$ cat config.mk
export PLATFORM = sky130hd
export DESIGN_NAME = key_click_audio_filter
export DESIGN_NICKNAME = d
export VERILOG_FILES = /design/src/kcaf_pkg.sv /design/src/kcaf_div.sv /design/src/kcaf_dp.sv /design/src/kcaf_ctrl.sv /design/src/key_click_audio_filter.sv
export SDC_FILE = /design/constraint.sdc
export NUM_CORES = 2
export LEC_CHECK = 0
export BUFFER_PORTS_ARGS = -buffer_cell sky130_fd_sc_hd__buf_2
export CAP_MARGIN = 40
export CORE_MARGIN = 2
export CORE_UTILIZATION = 50
export DETAILED_ROUTE_END_ITERATION = 8
export GPL_TIMING_DRIVEN = 1
export PLACE_DENSITY = 0.74
export SLEW_MARGIN = 20
export SYNTH_ARGS = -nofsm -noshare
export SYNTH_HDL_FRONTEND = slang
export SYNTH_HIERARCHICAL = 1
export SYNTH_SLANG_ARGS = --single-unit
$ cat constraint.sdc
create_clock -name clk_i -period 12 [get_ports clk_i]
set_input_delay 3.6 -clock clk_i [delete_from_list [all_inputs] [get_ports clk_i]]
set_output_delay 3.6 -clock clk_i [all_outputs]
set_load 0.01 [all_outputs]
$ cat src/kcaf_pkg.sv
// key click audio filter package: types, constants and saturation helpers
// shared by the controller, the datapath and the divider; depends on nothing
`default_nettype none

package kcaf_pkg;

  localparam int unsigned MAX_BATCH_DEF  = 64;
  localparam int unsigned MAX_WRITES_DEF = 65535;

  localparam int unsigned CNT_W  = 7;
  localparam int unsigned VOL_W  = 15;
  localparam int unsigned SUM_W  = 32;
  localparam int unsigned WC_W   = 16;
  localparam int unsigned ST_W   = 32;
  localparam int unsigned OUT_W  = 21;
  localparam int unsigned DIV_W  = 34;
  localparam int unsigned DSR_W  = 16;

  localparam logic [VOL_W-1:0] CLICK_VOLUME = 15'd32000;
  localparam int unsigned      DECAY_SHIFT  = 14;
  localparam logic signed [46:0] DECAY_NUM  = 47'sh3fe7;

  // divide by three: (2^18 - 1) / 3 for the high part, (2^19 + 1) / 3 reciprocal
  localparam int unsigned  THIRD_LO_W   = 18;
  localparam logic [16:0]  THIRD_HI_MUL = 17'd87381;
  localparam logic [17:0]  THIRD_RECIP  = 18'd174763;

  localparam logic OP_WRITE = 1'b0;
  localparam logic OP_SYNC  = 1'b1;

  typedef enum logic [3:0] {
    ST_IDLE,
    ST_AVG_DIV,
    ST_AVG_WAIT,
    ST_MUL,
    ST_HP_LOAD,
    ST_HP_DECAY,
    ST_LP_SPLIT,
    ST_LP_RECIP,
    ST_LP_UPDATE,
    ST_EMIT
  } ctrl_state_e;

  typedef struct packed {
    logic write_en;
    logic clr_pend;
    logic div_start;
    logic lp_split;
    logic lp_recip;
    logic mul_en;
    logic hp_load;
    logic use_avg;
    logic hp_decay;
    logic lp_update;
    logic emit;
    logic emit_x8;
    logic emit_last;
  } dp_cmd_t;

  typedef struct packed {
    logic cnt_nz;
    logic div_done;
    logic out_free;
  } dp_sts_t;

  function automatic logic signed [ST_W-1:0] sat32(input logic signed [35:0] v);
    if (v > 36'sh07fffffff) begin
      return 32'sh7fffffff;
    end else if (v < -36'sh080000000) begin
      return 32'sh80000000;
    end else begin
      return v[ST_W-1:0];
    end
  endfunction

  function automatic logic signed [OUT_W-1:0] sat21(input logic signed [34:0] v);
    if (v > 35'sd1048575) begin
      return 21'sh0fffff;
    end else if (v < -35'sd1048576) begin
      return 21'sh100000;
    end else begin
      return v[OUT_W-1:0];
    end
  endfunction

endpackage

`default_nettype wire

$ cat src/kcaf_div.sv
// iterative unsigned divider, one quotient bit per cycle
// used for the average of the pending writes; uses kcaf_pkg
`default_nettype none

module kcaf_div import kcaf_pkg::*; (
  input  wire logic             clk_i,
  input  wire logic             rst_ni,
  input  wire logic             start_i,
  input  wire logic [DIV_W-1:0] dividend_i,
  input  wire logic [DSR_W-1:0] divisor_i,
  output logic      [DIV_W-1:0] quotient_o,
  output logic                  done_o
);

  localparam int unsigned CW = $clog2(DIV_W);

  logic          busy_q, busy_d;
  logic          done_q, done_d;
  logic [CW-1:0] cnt_q, cnt_d;
  logic [DSR_W:0]   rem_q, rem_d;
  logic [DIV_W-1:0] quo_q, quo_d;
  logic [DSR_W-1:0] dsr_q, dsr_d;
  logic [DSR_W:0]   shift;
  logic             fits;

  assign shift = {rem_q[DSR_W-1:0], quo_q[DIV_W-1]};
  assign fits  = shift >= {1'b0, dsr_q};

  always_comb begin
    busy_d = busy_q;
    done_d = 1'b0;
    cnt_d  = cnt_q;
    rem_d  = rem_q;
    quo_d  = quo_q;
    dsr_d  = dsr_q;
    if (start_i) begin
      busy_d = 1'b1;
      cnt_d  = CW'(DIV_W - 1);
      rem_d  = '0;
      quo_d  = dividend_i;
      dsr_d  = divisor_i;
    end else if (busy_q) begin
      rem_d = fits ? shift - {1'b0, dsr_q} : shift;
      quo_d = {quo_q[DIV_W-2:0], fits};
      if (cnt_q == '0) begin
        busy_d = 1'b0;
        done_d = 1'b1;
      end else begin
        cnt_d = cnt_q - 1'b1;
      end
    end
  end

  always_ff @(posedge clk_i or negedge rst_ni) begin
    if (!rst_ni) begin
      busy_q <= 1'b0;
      done_q <= 1'b0;
      cnt_q  <= '0;
    end else begin
      busy_q <= busy_d;
      done_q <= done_d;
      cnt_q  <= cnt_d;
    end
  end

  always_ff @(posedge clk_i) begin
    rem_q <= rem_d;
    quo_q <= quo_d;
    dsr_q <= dsr_d;
  end

  assign quotient_o = quo_q;
  assign done_o     = done_q;

`ifndef SYNTHESIS
  a_no_start_busy: assert property (@(posedge clk_i) disable iff (!rst_ni)
    start_i |-> !busy_q) else $error("divider restarted while busy");
  a_done_after_busy: assert property (@(posedge clk_i) disable iff (!rst_ni)
    done_q |-> $past(busy_q)) else $error("divider done without work");
  a_rem_below: assert property (@(posedge clk_i) disable iff (!rst_ni)
    (busy_q && dsr_q != '0) |-> (rem_q < {1'b0, dsr_q})) else $error("remainder too large");
`endif

endmodule

`default_nettype wire

$ cat src/kcaf_dp.sv
// datapath: click level accumulation, high-pass and low-pass filter state,
// decay multiplier, divide by three and output register; uses kcaf_pkg and kcaf_div
`default_nettype none

module kcaf_dp import kcaf_pkg::*; #(
  parameter int unsigned MAX_WRITES = MAX_WRITES_DEF
) (
  input  wire logic                    clk_i,
  input  wire logic                    rst_ni,
  input  wire dp_cmd_t                 cmd_i,
  output dp_sts_t                      sts_o,
  input  wire logic                    click_level_i,
  input  wire logic                    out_ready_i,
  output logic                         out_valid_o,
  output logic signed [OUT_W-1:0]      out_sample_o,
  output logic                         out_last_o
);

  localparam logic [WC_W-1:0] WritesMax = WC_W'(MAX_WRITES);
  localparam int unsigned     LoW  = THIRD_LO_W;
  localparam int unsigned     HiW  = DIV_W - LoW;
  localparam int unsigned     SumW = LoW + 1;
  localparam int unsigned     HpW  = HiW + 17;
  localparam int unsigned     PrW  = SumW + 18;

  logic                    level_q;
  logic [SUM_W-1:0]        sum_q;
  logic [WC_W-1:0]         wc_q;
  logic [VOL_W-1:0]        prev_q;
  logic signed [ST_W-1:0]  hp_q;
  logic signed [ST_W-1:0]  lp_q;
  logic signed [46:0]      prod_q;
  logic                    neg_q;
  logic                    out_valid_q;
  logic signed [OUT_W-1:0] out_data_q;
  logic                    out_last_q;
  logic [SumW-1:0]         third_sum_q, third_sum_d;
  logic [HpW-1:0]          third_hi_q, third_hi_d;
  logic [DIV_W-1:0]        third_q, third_d;

  logic [DIV_W-1:0]        quo;
  logic                    div_done;
  logic [DIV_W-1:0]        dividend;
  logic [DSR_W-1:0]        divisor;

  logic signed [46:0]      prod_d;
  logic signed [46:0]      prod_adj;
  logic signed [ST_W-1:0]  dec;
  logic [VOL_W-1:0]        cur_vol;
  logic [VOL_W-1:0]        load_vol;
  logic signed [35:0]      hp_in;
  logic signed [DIV_W-1:0] diff2;
  logic [DIV_W-1:0]        mag;
  logic [PrW-1:0]          third_prod;
  logic signed [35:0]      q_signed;
  logic signed [35:0]      lp_sum;
  logic signed [34:0]      x8;
  logic signed [34:0]      x7;

  assign prod_d   = 47'(hp_q) * DECAY_NUM;
  assign prod_adj = prod_q + (prod_q[46] ? 47'sd16383 : 47'sd0);
  assign dec      = ST_W'(prod_adj >>> DECAY_SHIFT);

  assign cur_vol  = level_q ? CLICK_VOLUME : '0;
  assign load_vol = cmd_i.use_avg ? quo[VOL_W-1:0] : cur_vol;
  assign hp_in    = $signed({21'b0, load_vol}) - $signed({21'b0, prev_q}) + 36'(dec);

  assign diff2    = (DIV_W'(hp_q) - DIV_W'(lp_q)) <<< 1;
  assign mag      = diff2[DIV_W-1] ? DIV_W'(-diff2) : diff2;

  // mag / 3 = hi * (2^18 - 1) / 3 + (hi + lo) / 3
  assign third_sum_d = SumW'(mag[DIV_W-1:LoW]) + SumW'(mag[LoW-1:0]);
  assign third_hi_d  = HpW'(mag[DIV_W-1:LoW]) * HpW'(THIRD_HI_MUL);
  assign third_prod  = PrW'(third_sum_q) * PrW'(THIRD_RECIP);
  assign third_d     = DIV_W'(third_hi_q) + DIV_W'(third_prod[PrW-1:SumW]);

  assign q_signed = neg_q ? -$signed({2'b0, third_q}) : $signed({2'b0, third_q});
  assign lp_sum   = 36'(lp_q) + q_signed;

  assign x8 = 35'(lp_q) <<< 3;
  assign x7 = x8 - 35'(lp_q);

  assign dividend = {2'b0, sum_q};
  assign divisor  = wc_q;

  kcaf_div u_div (
    .clk_i      (clk_i),
    .rst_ni     (rst_ni),
    .start_i    (cmd_i.div_start),
    .dividend_i (dividend),
    .divisor_i  (divisor),
    .quotient_o (quo),
    .done_o     (div_done)
  );

  always_ff @(posedge clk_i or negedge rst_ni) begin
    if (!rst_ni) begin
      level_q     <= 1'b0;
      sum_q       <= '0;
      wc_q        <= '0;
      prev_q      <= '0;
      hp_q        <= '0;
      lp_q        <= '0;
      out_valid_q <= 1'b0;
    end else begin
      if (cmd_i.write_en) begin
        level_q <= click_level_i;
        if (wc_q < WritesMax) begin
          wc_q  <= wc_q + 1'b1;
          sum_q <= sum_q + (click_level_i ? SUM_W'(CLICK_VOLUME) : '0);
        end
      end else if (cmd_i.clr_pend) begin
        wc_q  <= '0;
        sum_q <= '0;
      end
      if (cmd_i.hp_load) begin
        hp_q   <= sat32(hp_in);
        prev_q <= load_vol;
      end else if (cmd_i.hp_decay) begin
        hp_q <= dec;
      end
      if (cmd_i.lp_update) begin
        lp_q <= sat32(lp_sum);
      end
      if (cmd_i.emit) begin
        out_valid_q <= 1'b1;
      end else if (out_ready_i) begin
        out_valid_q <= 1'b0;
      end
    end
  end

  always_ff @(posedge clk_i) begin
    if (cmd_i.mul_en) begin
      prod_q <= prod_d;
    end
    if (cmd_i.lp_split) begin
      neg_q       <= diff2[DIV_W-1];
      third_sum_q <= third_sum_d;
      third_hi_q  <= third_hi_d;
    end
    if (cmd_i.lp_recip) begin
      third_q <= third_d;
    end
    if (cmd_i.emit) begin
      out_data_q <= sat21(cmd_i.emit_x8 ? x8 : x7);
      out_last_q <= cmd_i.emit_last;
    end
  end

  assign sts_o.cnt_nz   = wc_q != '0;
  assign sts_o.div_done = div_done;
  assign sts_o.out_free = !out_valid_q || out_ready_i;

  assign out_valid_o  = out_valid_q;
  assign out_sample_o = out_data_q;
  assign out_last_o   = out_last_q;

`ifndef SYNTHESIS
  a_wc_bound: assert property (@(posedge clk_i) disable iff (!rst_ni)
    wc_q <= WritesMax) else $error("write count beyond limit");
  a_lp_after_recip: assert property (@(posedge clk_i) disable iff (!rst_ni)
    cmd_i.lp_update |-> $past(cmd_i.lp_recip)) else $error("low-pass update without quotient");
  a_emit_valid: assert property (@(posedge clk_i) disable iff (!rst_ni)
    cmd_i.emit |=> out_valid_q) else $error("emitted sample not presented");
`endif

endmodule

`default_nettype wire

$ cat src/kcaf_ctrl.sv
// controller state machine: sequences writes, averaging, filter steps and
// the sample batch; uses kcaf_pkg, drives the datapath by command struct
`default_nettype none

module kcaf_ctrl import kcaf_pkg::*; #(
  parameter int unsigned MAX_BATCH = MAX_BATCH_DEF
) (
  input  wire logic             clk_i,
  input  wire logic             rst_ni,
  input  wire logic             in_valid_i,
  input  wire logic             in_op_i,
  input  wire logic [CNT_W-1:0] in_count_i,
  output logic                  in_ready_o,
  input  wire dp_sts_t          sts_i,
  output dp_cmd_t               cmd_o
);

  localparam logic [CNT_W-1:0] BatchMax = CNT_W'(MAX_BATCH);

  ctrl_state_e      state_q, state_d;
  logic [CNT_W-1:0] n_q, n_d;
  logic [CNT_W-1:0] i_q, i_d;
  logic             first_q, first_d;
  logic             load_q, load_d;
  logic [CNT_W-1:0] i_next;
  logic             sync_req;

  assign i_next   = i_q + 1'b1;
  assign sync_req = in_valid_i && (in_op_i == OP_SYNC);

  // next state
  always_comb begin
    state_d = state_q;
    case (state_q)
      ST_IDLE: begin
        if (sync_req) begin
          state_d = sts_i.cnt_nz ? ST_AVG_DIV : ST_MUL;
        end
      end
      ST_AVG_DIV: state_d = ST_AVG_WAIT;
      ST_AVG_WAIT: begin
        if (sts_i.div_done) begin
          state_d = ST_MUL;
        end
      end
      ST_MUL: state_d = load_q ? ST_HP_LOAD : ST_HP_DECAY;
      ST_HP_LOAD: begin
        if (first_q || (i_q < n_q)) begin
          state_d = ST_MUL;
        end else begin
          state_d = ST_IDLE;
        end
      end
      ST_HP_DECAY: state_d = ST_LP_SPLIT;
      ST_LP_SPLIT: state_d = ST_LP_RECIP;
      ST_LP_RECIP: state_d = ST_LP_UPDATE;
      ST_LP_UPDATE: state_d = (first_q && n_q == '0) ? ST_MUL : ST_EMIT;
      ST_EMIT: begin
        if (sts_i.out_free) begin
          state_d = (first_q || (i_next < n_q)) ? ST_MUL : ST_IDLE;
        end
      end
      default: state_d = ST_IDLE;
    endcase
  end

  // batch counters and phase flags
  always_comb begin
    n_d     = n_q;
    i_d     = i_q;
    first_d = first_q;
    load_d  = load_q;
    case (state_q)
      ST_IDLE: begin
        if (sync_req) begin
          n_d     = (in_count_i > BatchMax) ? BatchMax : in_count_i;
          i_d     = '0;
          first_d = sts_i.cnt_nz;
          load_d  = 1'b1;
        end
      end
      ST_HP_LOAD: load_d = 1'b0;
      ST_LP_UPDATE: begin
        if (first_q && n_q == '0) begin
          first_d = 1'b0;
          load_d  = 1'b1;
        end
      end
      ST_EMIT: begin
        if (sts_i.out_free) begin
          i_d = i_next;
          if (first_q) begin
            first_d = 1'b0;
            load_d  = 1'b1;
          end
        end
      end
      default: ;
    endcase
  end

  // commands
  always_comb begin
    cmd_o      = '0;
    in_ready_o = 1'b0;
    case (state_q)
      ST_IDLE: begin
        in_ready_o     = 1'b1;
        cmd_o.write_en = in_valid_i && (in_op_i == OP_WRITE);
      end
      ST_AVG_DIV: cmd_o.div_start = 1'b1;
      ST_AVG_WAIT: cmd_o.clr_pend = sts_i.div_done;
      ST_MUL: cmd_o.mul_en = 1'b1;
      ST_HP_LOAD: begin
        cmd_o.hp_load = 1'b1;
        cmd_o.use_avg = first_q;
      end
      ST_HP_DECAY: cmd_o.hp_decay = 1'b1;
      ST_LP_SPLIT: cmd_o.lp_split = 1'b1;
      ST_LP_RECIP: cmd_o.lp_recip = 1'b1;
      ST_LP_UPDATE: cmd_o.lp_update = 1'b1;
      ST_EMIT: begin
        cmd_o.emit      = sts_i.out_free;
        cmd_o.emit_x8   = first_q;
        cmd_o.emit_last = i_next == n_q;
      end
      default: ;
    endcase
  end

  always_ff @(posedge clk_i or negedge rst_ni) begin
    if (!rst_ni) begin
      state_q <= ST_IDLE;
      n_q     <= '0;
      i_q     <= '0;
      first_q <= 1'b0;
      load_q  <= 1'b0;
    end else begin
      state_q <= state_d;
      n_q     <= n_d;
      i_q     <= i_d;
      first_q <= first_d;
      load_q  <= load_d;
    end
  end

`ifndef SYNTHESIS
  a_emit_free: assert property (@(posedge clk_i) disable iff (!rst_ni)
    cmd_o.emit |-> sts_i.out_free) else $error("sample emitted into full output");
  a_index_bound: assert property (@(posedge clk_i) disable iff (!rst_ni)
    (state_q != ST_IDLE) |-> (i_q <= n_q)) else $error("sample index beyond batch");
  a_last_ends: assert property (@(posedge clk_i) disable iff (!rst_ni)
    (cmd_o.emit && cmd_o.emit_last && !first_q) |=> (state_q == ST_IDLE))
    else $error("batch continues after last sample");
  a_batch_bound: assert property (@(posedge clk_i) disable iff (!rst_ni)
    n_q <= BatchMax) else $error("batch size beyond limit");
`endif

endmodule

`default_nettype wire

$ cat src/key_click_audio_filter.sv
// key click audio filter top level: stream ports, controller and datapath
// depends on kcaf_pkg, kcaf_ctrl, kcaf_dp (and kcaf_div below it)
//
//  channel  dir  handshake             payload
//  s_axis   in   tvalid/tready         tuser: operation; tdata: click_level, sample_count
//  m_axis   out  tvalid/tready/tlast   tdata: audio_sample; tlast: last_sample
//
// a write request is taken while idle; the next request can follow in the next cycle
// a sync request for n samples runs a decay multiply and level edge load, then per
// sample a decay multiply, high-pass, three low-pass steps and an output load
// pending writes first run the average divide and load the average into the high-pass
// reset clears all filter state, the write sum and count, and the output valid flag
// a stalled output holds the batch only when the next sample is ready to load
`default_nettype none

module key_click_audio_filter import kcaf_pkg::*; #(
  parameter int unsigned MAX_BATCH  = MAX_BATCH_DEF,
  parameter int unsigned MAX_WRITES = MAX_WRITES_DEF
) (
  input  wire logic        clk_i,
  input  wire logic        rst_ni,
  input  wire logic        s_axis_tvalid,
  output logic             s_axis_tready,
  input  wire logic [7:0]  s_axis_tdata,   // [0] click_level, [7:1] sample_count
  input  wire logic        s_axis_tuser,   // [0] operation
  output logic             m_axis_tvalid,
  input  wire logic        m_axis_tready,
  output logic [23:0]      m_axis_tdata,   // [20:0] audio_sample, [23:21] zero
  output logic             m_axis_tlast    // last_sample
);

  dp_cmd_t                 cmd;
  dp_sts_t                 sts;
  logic signed [OUT_W-1:0] sample;

  kcaf_ctrl #(
    .MAX_BATCH (MAX_BATCH)
  ) u_ctrl (
    .clk_i      (clk_i),
    .rst_ni     (rst_ni),
    .in_valid_i (s_axis_tvalid),
    .in_op_i    (s_axis_tuser),
    .in_count_i (s_axis_tdata[7:1]),
    .in_ready_o (s_axis_tready),
    .sts_i      (sts),
    .cmd_o      (cmd)
  );

  kcaf_dp #(
    .MAX_WRITES (MAX_WRITES)
  ) u_dp (
    .clk_i         (clk_i),
    .rst_ni        (rst_ni),
    .cmd_i         (cmd),
    .sts_o         (sts),
    .click_level_i (s_axis_tdata[0]),
    .out_ready_i   (m_axis_tready),
    .out_valid_o   (m_axis_tvalid),
    .out_sample_o  (sample),
    .out_last_o    (m_axis_tlast)
  );

  assign m_axis_tdata = {3'b000, sample};

endmodule

`default_nettype wire
==> results.json <==
{
  "status": "complete, no violations",
  "startpoint_type": "flop",
  "cts_resized": 0,
  "cts_root_buf": "clkbuf_16",
  "grt_max_degree": 71,
  "tightest_slew_ns": 0.898,
  "cp_top_family": "adder cells",
  "grt_pass1_vias": 34900,
  "gr-usage-met1_pct": 34.6,
  "finalCritPeriodShare_pct": 89.3,
  "grt_first_pass_wirelength_um": 186000,
  "synth_edf_count": 205,
  "port_buffers": 36,
  "postLayoutCellArea_mm2": 0.0500,
  "drc_errors": 0,
  "postSynthAreaPerCell_um2": 9.59,
  "routed_via_density": 5.76,
  "layout.nets": 5982,
  "drtIter0Drc": 3102,
  "drtPass1Iterations": 5,
  "grt_use_met3_pct": 3.34,
  "max-cap-violations": 0,
  "multi_input_area_mm2": 0.0334,
  "antenna_found_initial": 6,
  "clkLatencyLatePin_ns": 0.63,
  "dpl_cell_area_mm2": 0.0484,
  "placeableCoreArea_mm2": 0.0929,
  "slew_headroom_pct": 39.8,
  "post_cts_buffers": 0,
  "rsz0062_at_grt": "no",
  "postCtsHoldBufs": 0,
  "setup_viol": 0,
  "drive_gt1_share_pct": 5.33,
  "regToRegSetupSlack_ns": 1.29,
  "worstPathArrival_ns": 11.06,
  "ios": 40,
  "clockBufferDepth": 3,
  "ys_types": 116,
  "postSynthCellCount": 4873,
  "most-common-layout-cells": "717 x inv_1, 630 x ha_1, 441 x fa_1, 289 x nand2_1, 276 x nor2_1",
  "ys_ff_latch": 370,
  "hold_violations": 0,
  "dp_hpwl_um": 94300,
  "fin_tns_setup_ns": 0,
  "cp_data_required_time_ns": 12.35,
  "slew_violations": 0,
  "numCtsBuffers": 46,
  "worstPathMaxFanout": 18,
  "avgRoutedWirePerCell_um": 18.6,
  "min_path_type": "flop to flop",
  "routed_wl_um": 115000,
  "ys_seq_area_share_pct": 21.8,
  "start_util_pct": 50.3,
  "core.rowCount": 112,
  "use_met2_pct": 39.1,
  "die_area_mm2": 0.0959,
  "syn2layout_area_growth_pct": 7.02,
  "skew_ns": 0.0312,
  "critPathBufInv": 8,
  "period_minus_slack_ns": 10.71,
  "final_common_cell": "inv_1",
  "diodes": 0,
  "synth.area.top_cells": "fa_1 19%, ha_1 17%, edfxtp_1 13%",
  "grt_overflow": 0,
  "cpPeakStageDelay_ns": 0.73,
  "worst-setup-path-type": "flop to flop",
  "regArea_mm2": 0.0102,
  "end_kind": "flop",
  "yosys_warnings": 6,
  "drtAntennaViolNets": 0,
  "fmax_mhz": 93.4,
  "synth_ff_type": "edfxtp_1",
  "grt_usage_pct": 24.4,
  "clkSlewWorstSetupHoldPaths_ns": 0.06,
  "busiest_layer": "met2",
  "dieHeight_um": 310,
  "yosysTopAreaCell": "fa_1",
  "fp.dieW_um": 310,
  "n_fill_cell": 8159,
  "via_count": 35700,
  "clock-sinks": 370,
  "synth-async-reset-ratio_pct": 40.3,
  "h-tree-depth": 2,
  "yosys.area.top_type_share_pct": 18.9,
  "place_congestion": 0.965,
  "crit_slowest_cell": "o41ai_1",
  "synth_area_mm2": 0.0467,
  "cts_tree": "yes"
}
## registers in the layout, indices dropped and copies added (netlist names), 19 cells and up
signal,flops
u_dp/prod_q,47
u_dp/third_q,34
u_dp/u_div/quotient_o,34
u_dp/hp_q,32
u_dp/lp_q,32
u_dp/third_hi_q,32
u_dp/sum_q,24
u_dp/out_sample_o,21
u_dp/third_sum_q,19
## worst register-to-register path, delay by kind of cell, from the launching register on
kind | cells | cell delay [ns]
flops | 1 | 0.58
xor+xnor | 2 | 0.35
compound gates | 13 | 3.63
fa+ha+maj | 9 | 4.06
simple gates | 3 | 0.92
buf+inv | 8 | 0.94
## layer usage
metal | routed length [um] | vias to the layer above
met5 | 28 | -
met4 | 3080 | 4
met3 | 7660 | 200
met2 | 52600 | 1073
met1 | 51700 | 17500
li1 | - | 16900
## cells in the mapped netlist (all sizes together), types with 62 or more instances
cell	number
xor2	125
nor3	72
dfrtp	149
a21o	95
nand2b	62
o21ai	223
clkbuf	75
a21oi	261
fa	441
nand2	290
nand3	87
nor2	280
ha	630
inv	720
xnor2	249
edfxtp	205
## final timing paths
kind                            cells after the start                 start                   end
max in group asynchronous                           4                rst_ni         u_dp/lp_q[21]
worst min register to register                      2  u_dp/u_div/rem_q[15]  u_dp/u_div/rem_q[15]
worst max register to register                     35          u_dp/hp_q[0]   u_dp/third_hi_q[31]
worst min-delay path                                2  u_dp/u_div/rem_q[15]  u_dp/u_div/rem_q[15]
worst max-delay path                               35          u_dp/hp_q[0]   u_dp/third_hi_q[31]
min in group asynchronous                           1                rst_ni         u_dp/hp_q[29]
## stage by stage
step	cells	util, %	hold WS [ns]	setup slack [ns]
final	6190	53.8	0.493	1.29
after global routing	6190	53.8	0.504	0.573
after CTS	6186	53.7	0.485	1.43
after detailed placement	6100	52.1	0.477	1.50
after global placement	6092	51.9	0.475	1.60
after floorplan	4886	-	0.441	2.68
## cell type report
type | count | share of cell area, %
Multi-Input combinational cell | 3691 | 66.9
Sequential cell | 370 | 20.4
Inverter | 721 | 5.41
Tap cell | 1254 | 3.14
Clock buffer | 56 | 2.44
Timing Repair Buffer | 68 | 1.09
Clock inverter | 30 | 0.621
## cell families (layout without fill, tap and decap cells)
group	count (synthesis)	in the layout	synth area share (%)
simple gates	1119	1119	12.2
compound gates	1030	1030	14.5
mux	79	79	1.80
fa+ha+maj	1073	1073	35.8
xor+xnor	374	374	7.01
buf+inv	825	875	6.81
other cells	3	16	0.0241
flops	370	370	21.8
Power is not shown: default switching activity piles up to over one toggle a cycle in this logic, so the estimate is an artifact.
